$ cat config.mk
export PLATFORM = sky130hd
export DESIGN_NAME = stop_and_wait_session_receiver_flat
export DESIGN_NICKNAME = d
export VERILOG_FILES = /design/src/rtl/core/swsr_pkg.sv /design/src/rtl/core/swsr_if.sv /design/src/rtl/core/stop_and_wait_session_receiver.sv /design/src/flat_wrapper.sv
export SDC_FILE = /design/constraint.sdc
export NUM_CORES = 1
export LEC_CHECK = 0
export BUFFER_PORTS_ARGS = -buffer_cell sky130_fd_sc_hd__buf_2
export CORE_MARGIN = 8
export CORE_UTILIZATION = 45
export CTS_CLUSTER_SIZE = 40
export DETAILED_ROUTE_END_ITERATION = 10
export SLEW_MARGIN = 20
export SYNTH_ARGS = -nofsm -noshare
export SYNTH_HDL_FRONTEND = slang
export SYNTH_SLANG_ARGS = --single-unit
$ cat constraint.sdc
create_clock -name i_clk -period 5.25 [get_ports i_clk]
set_clock_uncertainty 0.1 [all_clocks]
set_input_delay 1.3125 -clock i_clk [delete_from_list [all_inputs] [get_ports i_clk]]
set_output_delay 1.3125 -clock i_clk [all_outputs]
set_load 0.05 [all_outputs]
$ cat src/rtl/core/swsr_pkg.sv
// shared types and constants for the stop-and-wait session receiver
`timescale 1ns / 1ps
package swsr_pkg;

    localparam int SLOTS  = 16;
    localparam int SLOT_W = (SLOTS > 1) ? $clog2(SLOTS) : 1;

    localparam logic [9:0] MAX_PAYLOAD = 10'd1023;

    localparam logic [2:0] OP_HELLO = 3'd0;
    localparam logic [2:0] OP_WRQ   = 3'd1;
    localparam logic [2:0] OP_DATA  = 3'd2;
    localparam logic [2:0] OP_FIN   = 3'd3;

    typedef enum logic [1:0] {
        ERR_NONE = 2'd0,
        ERR_CRED = 2'd1,
        ERR_NAME = 2'd2
    } t_err;

    localparam int CFG_IDX_W  = 2;
    localparam int CFG_DATA_W = 64;

    localparam logic [CFG_IDX_W-1:0] CFG_CRED_WORD = 2'd0;
    localparam logic [CFG_IDX_W-1:0] CFG_CRED_LEN  = 2'd1;
    localparam logic [CFG_IDX_W-1:0] CFG_NAME_MIN  = 2'd2;
    localparam logic [CFG_IDX_W-1:0] CFG_NAME_MAX  = 2'd3;

    localparam logic [63:0] CRED_WORD_RST = 64'h643938382d333267;
    localparam logic [3:0]  CRED_LEN_RST  = 4'd8;
    localparam logic [7:0]  NAME_MIN_RST  = 8'd4;
    localparam logic [7:0]  NAME_MAX_RST  = 8'd10;

    typedef enum logic [1:0] {
        ST_IDLE,
        ST_SCAN,
        ST_EXEC,
        ST_DONE
    } t_state;

endpackage

$ cat src/rtl/core/swsr_if.sv
// packet and result channel interfaces
`timescale 1ns / 1ps
interface swsr_pkt_if;
    logic        valid;
    logic        ready;
    logic [31:0] peer_addr;
    logic [15:0] peer_port;
    logic [2:0]  operation;
    logic [7:0]  seq;
    logic [9:0]  text_len;
    logic [63:0] text_head;
    logic [9:0]  payload_len;

    modport source (output valid, peer_addr, peer_port, operation, seq, text_len,
                    text_head, payload_len, input ready);
    modport sink   (input valid, peer_addr, peer_port, operation, seq, text_len,
                    text_head, payload_len, output ready);
endinterface

interface swsr_res_if;
    logic       valid;
    logic       ready;
    logic       ack_send;
    logic [7:0] ack_seq;
    logic [1:0] ack_error;
    logic       store_payload;
    logic [9:0] store_len;
    logic [3:0] slot;
    logic       table_full;
    logic       session_closed;

    modport source (output valid, ack_send, ack_seq, ack_error, store_payload, store_len,
                    slot, table_full, session_closed, input ready);
    modport sink   (input valid, ack_send, ack_seq, ack_error, store_payload, store_len,
                    slot, table_full, session_closed, output ready);
endinterface

$ cat src/rtl/core/stop_and_wait_session_receiver.sv
// stop-and-wait session receiver: session table scan and alternating-bit check
// steps: accept (ST_IDLE), a scan of all SLOTS table entries, one entry per cycle through one
//   address/port comparator (ST_SCAN), an update step (ST_EXEC), then the result register
//   (ST_DONE); no new packet is taken while one is in flight or while its result
//   waits to be taken
// reset: synchronous active low; clears all session flags, loads register defaults
`timescale 1ns / 1ps
module stop_and_wait_session_receiver (
    input  logic                            i_clk,
    input  logic                            i_rst_n,
    swsr_pkt_if.sink                        i_pkt,
    swsr_res_if.source                      o_res,
    input  logic                            i_cfg_we,
    input  logic [swsr_pkg::CFG_IDX_W-1:0]  i_cfg_idx,
    input  logic [swsr_pkg::CFG_DATA_W-1:0] i_cfg_data
);

    localparam int SW = swsr_pkg::SLOT_W;

    swsr_pkg::t_state r_state, n_state;

    // configuration
    logic [63:0] r_cred_word;
    logic [3:0]  r_cred_len;
    logic [7:0]  r_name_min;
    logic [7:0]  r_name_max;

    // session table
    logic        r_active [swsr_pkg::SLOTS];
    logic        r_authed [swsr_pkg::SLOTS];
    logic        r_wopen  [swsr_pkg::SLOTS];
    logic [7:0]  r_last   [swsr_pkg::SLOTS];
    logic [31:0] r_addr   [swsr_pkg::SLOTS];
    logic [15:0] r_port   [swsr_pkg::SLOTS];

    // captured packet
    logic [31:0] r_peer_addr;
    logic [15:0] r_peer_port;
    logic [2:0]  r_op;
    logic [7:0]  r_seq;
    logic [9:0]  r_text_len;
    logic [63:0] r_text_head;
    logic [9:0]  r_payload_len;

    // scan state
    logic [SW-1:0] r_idx;
    logic          r_found;
    logic [SW-1:0] r_hit;
    logic          r_have_free;
    logic [SW-1:0] r_free;

    // result register
    logic        r_ack_send;
    logic [7:0]  r_ack_seq;
    swsr_pkg::t_err r_ack_error;
    logic        r_store;
    logic [9:0]  r_store_len;
    logic [3:0]  r_slot;
    logic        r_full;
    logic        r_closed;

    logic in_fire, out_fire, scan_last, scan_hit;

    // update results
    logic [SW-1:0] sel;
    logic          full;
    logic          cur_auth, cur_wopen;
    logic [7:0]    cur_last;
    logic          cred_ok;
    logic [7:0]    byte_eq;
    logic [3:0]    cred_n;
    logic          e_ack, e_store, e_closed;
    logic [7:0]    e_seq;
    swsr_pkg::t_err e_err;
    logic [9:0]    e_len;
    logic          w_auth, w_wopen, w_active;
    logic [7:0]    w_last;

    assign in_fire   = i_pkt.valid & i_pkt.ready;
    assign out_fire  = o_res.valid & o_res.ready;
    assign scan_last = (r_idx == SW'(swsr_pkg::SLOTS - 1));
    assign scan_hit  = r_active[r_idx] && (r_addr[r_idx] == r_peer_addr)
                       && (r_port[r_idx] == r_peer_port);

    // next state
    always_comb begin
        n_state = r_state;
        unique case (r_state)
            swsr_pkg::ST_IDLE: if (in_fire) n_state = swsr_pkg::ST_SCAN;
            swsr_pkg::ST_SCAN: if (scan_last) n_state = swsr_pkg::ST_EXEC;
            swsr_pkg::ST_EXEC: n_state = swsr_pkg::ST_DONE;
            swsr_pkg::ST_DONE: if (out_fire) n_state = swsr_pkg::ST_IDLE;
            default:           n_state = swsr_pkg::ST_IDLE;
        endcase
    end

    // handshake outputs
    always_comb begin
        i_pkt.ready = (r_state == swsr_pkg::ST_IDLE);
        o_res.valid = (r_state == swsr_pkg::ST_DONE);
    end

    // credential compare
    always_comb begin
        cred_n = (r_cred_len > 4'd8) ? 4'd8 : r_cred_len;
        for (int b = 0; b < 8; b++) begin
            byte_eq[b] = (4'(b) >= cred_n)
                         || (r_text_head[8*b +: 8] == r_cred_word[8*b +: 8]);
        end
        cred_ok = (r_text_len == {6'd0, r_cred_len}) && (&byte_eq);
    end

    // packet handling on the selected slot
    always_comb begin
        sel       = r_found ? r_hit : r_free;
        full      = !r_found && !r_have_free;
        cur_auth  = r_found && r_authed[sel];
        cur_wopen = r_found && r_wopen[sel];
        cur_last  = r_found ? r_last[sel] : 8'd0;
        e_ack     = 1'b0;
        e_seq     = 8'd0;
        e_err     = swsr_pkg::ERR_NONE;
        e_store   = 1'b0;
        e_len     = 10'd0;
        e_closed  = 1'b0;
        w_active  = 1'b1;
        w_auth    = cur_auth;
        w_wopen   = cur_wopen;
        w_last    = cur_last;
        unique case (r_op)
            swsr_pkg::OP_HELLO: begin
                e_ack = 1'b1;
                if (cred_ok) begin
                    w_auth = 1'b1;
                    w_last = 8'd0;
                end else begin
                    e_err = swsr_pkg::ERR_CRED;
                end
            end
            swsr_pkg::OP_WRQ: begin
                if (cur_auth) begin
                    e_ack = 1'b1;
                    e_seq = 8'd1;
                    if ((r_text_len < {2'd0, r_name_min}) || (r_text_len > {2'd0, r_name_max}))
                    begin
                        e_err = swsr_pkg::ERR_NAME;
                    end else begin
                        w_wopen = 1'b1;
                        w_last  = 8'd1;
                    end
                end
            end
            swsr_pkg::OP_DATA: begin
                if (cur_wopen) begin
                    e_ack = 1'b1;
                    if (r_seq != ((cur_last == 8'd0) ? 8'd1 : 8'd0)) begin
                        e_seq = cur_last;
                    end else begin
                        e_store = 1'b1;
                        e_len   = (r_payload_len > swsr_pkg::MAX_PAYLOAD)
                                  ? swsr_pkg::MAX_PAYLOAD : r_payload_len;
                        w_last  = r_seq;
                        e_seq   = r_seq;
                    end
                end
            end
            swsr_pkg::OP_FIN: begin
                e_ack    = 1'b1;
                e_seq    = r_seq;
                e_closed = 1'b1;
                w_active = 1'b0;
                w_auth   = 1'b0;
                w_wopen  = 1'b0;
                w_last   = 8'd0;
            end
            default: begin
            end
        endcase
    end

    // control, configuration and session flags
    always_ff @(posedge i_clk) begin
        if (!i_rst_n) begin
            r_state     <= swsr_pkg::ST_IDLE;
            r_cred_word <= swsr_pkg::CRED_WORD_RST;
            r_cred_len  <= swsr_pkg::CRED_LEN_RST;
            r_name_min  <= swsr_pkg::NAME_MIN_RST;
            r_name_max  <= swsr_pkg::NAME_MAX_RST;
            for (int k = 0; k < swsr_pkg::SLOTS; k++) begin
                r_active[k] <= 1'b0;
                r_authed[k] <= 1'b0;
                r_wopen[k]  <= 1'b0;
                r_last[k]   <= 8'd0;
            end
        end else begin
            r_state <= n_state;
            if (i_cfg_we) begin
                unique case (i_cfg_idx)
                    swsr_pkg::CFG_CRED_WORD: r_cred_word <= i_cfg_data[63:0];
                    swsr_pkg::CFG_CRED_LEN:  r_cred_len  <= i_cfg_data[3:0];
                    swsr_pkg::CFG_NAME_MIN:  r_name_min  <= i_cfg_data[7:0];
                    swsr_pkg::CFG_NAME_MAX:  r_name_max  <= i_cfg_data[7:0];
                    default: begin
                    end
                endcase
            end
            if (r_state == swsr_pkg::ST_EXEC && !full) begin
                r_active[sel] <= w_active;
                r_authed[sel] <= w_auth;
                r_wopen[sel]  <= w_wopen;
                r_last[sel]   <= w_last;
            end
        end
    end

    // datapath registers
    always_ff @(posedge i_clk) begin
        if (in_fire) begin
            r_peer_addr   <= i_pkt.peer_addr;
            r_peer_port   <= i_pkt.peer_port;
            r_op          <= i_pkt.operation;
            r_seq         <= i_pkt.seq;
            r_text_len    <= i_pkt.text_len;
            r_text_head   <= i_pkt.text_head;
            r_payload_len <= i_pkt.payload_len;
            r_idx         <= '0;
            r_found       <= 1'b0;
            r_have_free   <= 1'b0;
            r_hit         <= '0;
            r_free        <= '0;
        end
        if (r_state == swsr_pkg::ST_SCAN) begin
            if (!scan_last) r_idx <= r_idx + SW'(1);
            if (r_active[r_idx]) begin
                if (!r_found && scan_hit) begin
                    r_found <= 1'b1;
                    r_hit   <= r_idx;
                end
            end else if (!r_have_free) begin
                r_have_free <= 1'b1;
                r_free      <= r_idx;
            end
        end
        if (r_state == swsr_pkg::ST_EXEC) begin
            if (!full && !r_found) begin
                r_addr[sel] <= r_peer_addr;
                r_port[sel] <= r_peer_port;
            end
            r_ack_send  <= !full && e_ack;
            r_ack_seq   <= full ? 8'd0 : e_seq;
            r_ack_error <= full ? swsr_pkg::ERR_NONE : e_err;
            r_store     <= !full && e_store;
            r_store_len <= full ? 10'd0 : e_len;
            r_slot      <= full ? 4'd0 : 4'(sel);
            r_full      <= full;
            r_closed    <= !full && e_closed;
        end
    end

    assign o_res.ack_send       = r_ack_send;
    assign o_res.ack_seq        = r_ack_seq;
    assign o_res.ack_error      = r_ack_error;
    assign o_res.store_payload  = r_store;
    assign o_res.store_len      = r_store_len;
    assign o_res.slot           = r_slot;
    assign o_res.table_full     = r_full;
    assign o_res.session_closed = r_closed;

    a_no_overlap: assert property (@(posedge i_clk) disable iff (!i_rst_n)
        !(o_res.valid && i_pkt.ready))
        else $error("packet taken while a result waits");

    a_scan_start: assert property (@(posedge i_clk) disable iff (!i_rst_n)
        in_fire |=> (r_state == swsr_pkg::ST_SCAN) && (r_idx == '0) && !r_found)
        else $error("scan did not restart after a transfer");

    a_full_quiet: assert property (@(posedge i_clk) disable iff (!i_rst_n)
        (o_res.valid && o_res.table_full) |->
            (!o_res.ack_send && !o_res.store_payload && !o_res.session_closed))
        else $error("full table result carries an action");

    a_store_ack: assert property (@(posedge i_clk) disable iff (!i_rst_n)
        (o_res.valid && o_res.store_payload) |->
            (o_res.ack_send && (o_res.ack_seq == r_seq)))
        else $error("stored payload without matching ack");

endmodule

$ cat src/flat_wrapper.sv
// flat-port wrapper written by rule: the top's interface ports become plain ports
module stop_and_wait_session_receiver_flat 
  (i_clk, i_rst_n, i_cfg_we, i_cfg_idx, i_cfg_data, i_pkt_valid, i_pkt_peer_addr, i_pkt_peer_port, i_pkt_operation, i_pkt_seq, i_pkt_text_len, i_pkt_text_head, i_pkt_payload_len, i_pkt_ready, o_res_valid, o_res_ack_send, o_res_ack_seq, o_res_ack_error, o_res_store_payload, o_res_store_len, o_res_slot, o_res_table_full, o_res_session_closed, o_res_ready);
  swsr_pkt_if i_pkt_i ();
  swsr_res_if o_res_i ();
  input  logic i_clk;
  input  logic i_rst_n;
  input  logic i_cfg_we;
  input  logic [swsr_pkg::CFG_IDX_W-1:0] i_cfg_idx;
  input  logic [swsr_pkg::CFG_DATA_W-1:0] i_cfg_data;
  input wire logic [$bits(i_pkt_i.valid)-1:0] i_pkt_valid;
  input wire logic [$bits(i_pkt_i.peer_addr)-1:0] i_pkt_peer_addr;
  input wire logic [$bits(i_pkt_i.peer_port)-1:0] i_pkt_peer_port;
  input wire logic [$bits(i_pkt_i.operation)-1:0] i_pkt_operation;
  input wire logic [$bits(i_pkt_i.seq)-1:0] i_pkt_seq;
  input wire logic [$bits(i_pkt_i.text_len)-1:0] i_pkt_text_len;
  input wire logic [$bits(i_pkt_i.text_head)-1:0] i_pkt_text_head;
  input wire logic [$bits(i_pkt_i.payload_len)-1:0] i_pkt_payload_len;
  output wire logic [$bits(i_pkt_i.ready)-1:0] i_pkt_ready;
  output wire logic [$bits(o_res_i.valid)-1:0] o_res_valid;
  output wire logic [$bits(o_res_i.ack_send)-1:0] o_res_ack_send;
  output wire logic [$bits(o_res_i.ack_seq)-1:0] o_res_ack_seq;
  output wire logic [$bits(o_res_i.ack_error)-1:0] o_res_ack_error;
  output wire logic [$bits(o_res_i.store_payload)-1:0] o_res_store_payload;
  output wire logic [$bits(o_res_i.store_len)-1:0] o_res_store_len;
  output wire logic [$bits(o_res_i.slot)-1:0] o_res_slot;
  output wire logic [$bits(o_res_i.table_full)-1:0] o_res_table_full;
  output wire logic [$bits(o_res_i.session_closed)-1:0] o_res_session_closed;
  input wire logic [$bits(o_res_i.ready)-1:0] o_res_ready;
  assign i_pkt_i.valid = i_pkt_valid;
  assign i_pkt_i.peer_addr = i_pkt_peer_addr;
  assign i_pkt_i.peer_port = i_pkt_peer_port;
  assign i_pkt_i.operation = i_pkt_operation;
  assign i_pkt_i.seq = i_pkt_seq;
  assign i_pkt_i.text_len = i_pkt_text_len;
  assign i_pkt_i.text_head = i_pkt_text_head;
  assign i_pkt_i.payload_len = i_pkt_payload_len;
  assign i_pkt_ready = i_pkt_i.ready;
  assign o_res_valid = o_res_i.valid;
  assign o_res_ack_send = o_res_i.ack_send;
  assign o_res_ack_seq = o_res_i.ack_seq;
  assign o_res_ack_error = o_res_i.ack_error;
  assign o_res_store_payload = o_res_i.store_payload;
  assign o_res_store_len = o_res_i.store_len;
  assign o_res_slot = o_res_i.slot;
  assign o_res_table_full = o_res_i.table_full;
  assign o_res_session_closed = o_res_i.session_closed;
  assign o_res_i.ready = o_res_ready;
  stop_and_wait_session_receiver u_core (.i_clk(i_clk), .i_rst_n(i_rst_n), .i_pkt(i_pkt_i), .o_res(o_res_i), .i_cfg_we(i_cfg_we), .i_cfg_idx(i_cfg_idx), .i_cfg_data(i_cfg_data));
endmodule
======== Word level (Yosys, flattened, before mapping) ========
Memories as Yosys holds them, arrays and structs flattened. A register that Yosys moved wholly into a read port is not among the register bits.
Cells that the tools add are included.
cells by class
  add/subtract/negate cells ............... 1
  order comparisons ....................... 12
  eq/ne operators ......................... 25
  muxes and demuxes ....................... 73
  bitwise gates (word level) .............. 4
  reduce and logical (&&, ||, !) cells .... 40
operators with widths
  kind                  number
  $mux 4                17
  $eq 8x8->1            8
  $mux 8                8
  $mux 1                35
  $eq 32x32->1          1
  $pmux 8 s4            1
  $pmux 8 s3            1
  $eq 16x16->1          1
  $ge 3x4->1 const A    4
  $logic_and 1x1->1     12
  $eq 10x4->1           1
  $gt 10x10->1 const B  1
  $gt 10x8->1           1
  $lt 10x8->1           1
  $mux 10               1
  $mux 2                5
  $logic_or 1x1->1      9
  $eq 2x2->1 const B    4
  $ge 1x4->1 const A    2
  $ge 2x4->1 const A    2
  $logic_not 8->1       1
  $ne 8x8->1            1
  $pmux 2 s4            1
  $reduce_and 2->1      4
  22 further kinds      33
storage, ports and cells
  flip-flop bits (word level) ............. 271
  memory bits (writable) .................. 944
  bits of input ports ..................... 214
  word-level logic and storage cells ...... 186
  memories ................................ 6
memory list
  name             depth  width  read ports  clocked after memory_dff  write ports  RTL line                              text
  u_core.r_addr    16     32     1           1                         1            stop_and_wait_session_receiver.sv:33  logic [31:0] r_addr [swsr_pkg::SLOTS];
  u_core.r_port    16     16     1           1                         1            stop_and_wait_session_receiver.sv:34  logic [15:0] r_port [swsr_pkg::SLOTS];
  u_core.r_last    16     8      1           0                         16           stop_and_wait_session_receiver.sv:32  logic [7:0] r_last [swsr_pkg::SLOTS];
  u_core.r_active  16     1      1           1                         16           stop_and_wait_session_receiver.sv:29  logic r_active [swsr_pkg::SLOTS];
  u_core.r_authed  16     1      1           0                         16           stop_and_wait_session_receiver.sv:30  logic r_authed [swsr_pkg::SLOTS];
  u_core.r_wopen   16     1      1           0                         16           stop_and_wait_session_receiver.sv:31  logic r_wopen [swsr_pkg::SLOTS];

======== Longest topological paths before layout ========
An unclocked memory read counts as a cell.
  depth after elaboration ................. 10
  depth in mapped cells ................... 15

======== Least setup slack after synthesis ========
OpenSTA, ideal clock, no wires.
  kind .................................... reg-to-reg
  from .................................... register u_core.r_state[0]
  to ...................................... memory u_core.r_addr[12][0], enable pin
  library setup time ...................... 0.513 ns
  arrival ................................. 4.949 ns
  required time ........................... 4.637 ns
  path slack .............................. -0.312 ns
  cell stages (with the launch flop) ...... 5
  buffers on the path ..................... 0
  clock period less this slack ............ 5.562 ns
  path through ............................ dfxtp_1 > inv_1 > ha_1 > nand3_1 > nor3_1
on the way
  word-level cells in the longest chain between the ends .. 3
RTL lines
  element                       RTL line                               text
  start: declaration            stop_and_wait_session_receiver.sv:20   swsr_pkg::t_state r_state, n_state;
  start signal: assignment      stop_and_wait_session_receiver.sv:184  r_state <= swsr_pkg::ST_IDLE;
  start signal: assignment      stop_and_wait_session_receiver.sv:196  r_state <= n_state;
  $eq 2x2->1                    stop_and_wait_session_receiver.sv:244  if (r_state == swsr_pkg::ST_EXEC) begin
  $mux 1                        stop_and_wait_session_receiver.sv:244
  $mux 1 (not written as such)  stop_and_wait_session_receiver.sv:246  r_addr[sel] <= r_peer_addr;
  end: declaration              stop_and_wait_session_receiver.sv:33
No other way between the ends.

==> results.py <==
metrics = {
    "run_status": {
        "status": "complete, no violations",
    },
    "placement": {
        "place_congestion": 0.833,
        "port_buffers": 243,
        "preCtsSetupSlack_ps": 548,
        "dp.cells": 4407,
        "place_area_um2": 51500,
        "dpl.hpwl_um": 73100,
    },
    "floorplan": {
        "die_width_um": 343,
        "rows": 120,
        "io_pins": 244,
        "core_um2": 107000,
        "dieArea_um2": 118000,
        "dieHeight_um": 343,
        "initial_core_util_pct": 45.2,
    },
    "synthesis": {
        "netlist_area_um2": 48200,
        "synthesis.nets": 3063,
        "synth_enable_flop_cells": 1067,
        "ys_ff_latch": 1215,
        "yosysSeqAreaShare_pct": 72.6,
        "synthArstFlopShare_pct": 0,
        "ys_types": 82,
        "syn_area_per_cell_um2": 17.0,
        "synthFlopType": "edfxtp_1",
        "synth_cells": 2829,
        "ys_warn_count": 0,
    },
    "sta": {
        "finalSetupTns_ps": 0,
        "fin_ws_ps": 577,
        "relSlewSlack_pct": 25.5,
        "max_slew.worst_pin.slew_ps": 1120,
        "rsz0062_at_grt": "no",
        "period_share_pct": 89.0,
        "drv_slew": 0,
        "hold_viol_final": 0,
        "period_needed_ps": 4670,
        "max_freq_ghz": 0.214,
        "holdWs_ps": 368,
        "setup_violations": 0,
    },
    "cells_and_area": {
        "drive_gt1_share_pct": 24.9,
        "fill_cells": 8580,
        "syn2layout_area_growth_pct": 15.0,
        "final_common_cell": "edfxtp_1",
        "layout_common_cells": "1067 x edfxtp_1, 289 x nand2_1, 242 x buf_2, 228 x mux4_2, 144 x dfxtp_1",
        "multi_input_area_um2": 12300,
        "nets": 3370,
        "regArea_um2": 35000,
        "final_core_util_pct": 51.9,
        "design_area_um2": 55500,
        "fin_cells": 4653,
    },
    "setup_path": {
        "required_ps": 5810,
        "critPathMaxFanout": 33,
        "worstPathArrival_ps": 5230,
        "critPathKind": "reg -> reg",
        "r2r_slack_ps": 580,
        "start_kind": "flip-flop",
        "cp-end-kind": "flip-flop",
    },
    "routing": {
        "drtAntennaViolNets": 0,
        "routed_wl_um": 121000,
        "post-route-drc-count": 0,
        "viasPerCell": 5.77,
        "vias": 26800,
        "drtIter0Drc": 2598,
        "drt_pre_antenna_iters": 8,
        "wire_per_inst_um": 26.1,
    },
    "global_routing": {
        "grt-ovfl-total": 0,
        "antenna_found_initial": 18,
        "grt_max_degree": 85,
        "grtUsageTotal_pct": 20.4,
        "grt_pass1_vias": 27800,
        "grt_pass1_wl_um": 180000,
    },
    "pwr": {
        "power_density_nw_per_um2": 450,
        "finalPower_mw": 24.9,
        "leakage_nw": 18.3,
        "ir_worst_vdd_v": 0.000292,
    },
    "clocking": {
        "clk_pin_slew_ps": 60,
        "cts_made_buffers": 130,
        "clock-sinks": 1215,
        "cts-htree-levels": 4,
        "post_cts_buffers": 0,
        "ctsHoldBuffers": 0,
        "clockRootBuffer": "clkbuf_16",
        "cts_tree": "yes",
        "cts_resized": 0,
        "clk-insertion-delay-late_ps": 730,
        "clock_path_buffers": 3,
    },
    "flow_run": {
        "drv_cap": 0,
    },
    "min_path": {
        "hold_class": "reg -> reg",
    },
}
-- power breakdown --
| group | internal [mW] | switching (mW) |
|---|---|---|
| clock network | 4.85 | 3.70 |
| logic | 1.86 | 2.47 |
| registers | 11.4 | 0.641 |
-- path summary, 6_finish.rpt --
check	startpoint	endpoint	depth (start not counted)
worst min-delay path	u_core.r_name_max[5]	u_core.r_name_max[5]	2
worst max register to register	u_core.r_idx[0]	u_core.r_hit[3]	10
worst max-delay path	u_core.r_idx[0]	u_core.r_hit[3]	10
worst min register to register	u_core.r_name_max[5]	u_core.r_name_max[5]	2
-- registers in the layout, indices dropped and copies added, names as in the netlist, 8 cells and up --
signal,flops
u_core.r_text_len,10
u_core.r_last,128
u_core.r_authed,16
u_core.r_payload_len,10
u_core.r_text_head,64
u_core.o_res.store_len,10
u_core.r_port,256
u_core.r_active,16
u_core.o_res.ack_seq,8
u_core.r_name_max,8
u_core.r_seq,8
u_core.r_name_min,8
u_core.r_wopen,16
u_core.r_cred_word,64
u_core.r_addr,512
u_core.r_peer_addr,32
u_core.r_peer_port,16
-- area by class of cell --
cell class | instances | area share (%)
Antenna cell | 12 | 0.0542
Clock buffer | 175 | 6.38
Clock inverter | 59 | 0.745
Inverter | 35 | 0.246
Multi-Input combinational cell | 1411 | 22.2
Sequential cell | 1215 | 63.1
Tap cell | 1403 | 3.17
Timing Repair Buffer | 343 | 4.07
-- routing by layer --
layer  routed length, µm  global-route usage, %
met5                  13                      0
met4                3070                   6.17
met3                6910                   3.14
met2               61500                   34.8
met1               50000                   27.1
-- logic make-up after synthesis --
logic type	after synthesis	share of synthesized area [%]
muxes	271	11.5
and+or+nand+nor	687	6.54
buffers and inverters	203	2.24
DFF	1215	72.6
xor gates and xnor gates	114	2.07
adders and majority gates	20	0.519
AOI/OAI and AO/OA	319	4.51
-- critical path: stages, from the launching register on --
cell and delay, ps:
dfxtp_4 760, buf_12 360, buf_4 230, mux4_2 510, mux4_2 490, xnor2_1 220, nand4_1 180, nor3_1 470
nand4_1 260, nor4_4 730, mux2i_1 250
-- Yosys cell counts (8+ instances only) --
| library cell | n | area share [%] |
|---|---|---|
| nand2b_1 | 9 | 0.12 |
| edfxtp_1 | 1067 | 66 |
| a21oi_1 | 39 | 0.40 |
| buf_4 | 17 | 0.26 |
| nor2_1 | 123 | 0.96 |
| and3_1 | 10 | 0.13 |
| clkbuf_1 | 73 | 0.57 |
| xnor2_1 | 38 | 0.69 |
| a21boi_0 | 50 | 0.78 |
| mux2i_1 | 41 | 0.85 |
| buf_6 | 20 | 0.47 |
| xor2_1 | 76 | 1.4 |
| a22oi_1 | 8 | 0.12 |
| o21ai_0 | 80 | 0.83 |
| buf_1 | 8 | 0.062 |
| a22o_1 | 9 | 0.16 |
| o21a_1 | 13 | 0.20 |
| nor2_2 | 10 | 0.13 |
| nand3_1 | 93 | 0.97 |
| a31oi_1 | 14 | 0.18 |
| o22ai_1 | 35 | 0.45 |
| mux4_2 | 228 | 11 |
| nor4_1 | 23 | 0.30 |
| nand4_1 | 14 | 0.18 |
| nor2b_1 | 9 | 0.12 |
| buf_2 | 45 | 0.47 |
| nor3_1 | 56 | 0.58 |
| and2_1 | 16 | 0.21 |
| o211ai_1 | 11 | 0.17 |
| inv_1 | 34 | 0.26 |
| dfxtp_1 | 148 | 6.1 |
| ha_1 | 20 | 0.52 |
| nand2_1 | 289 | 2.2 |
Power figures use the tool's default switching activity.
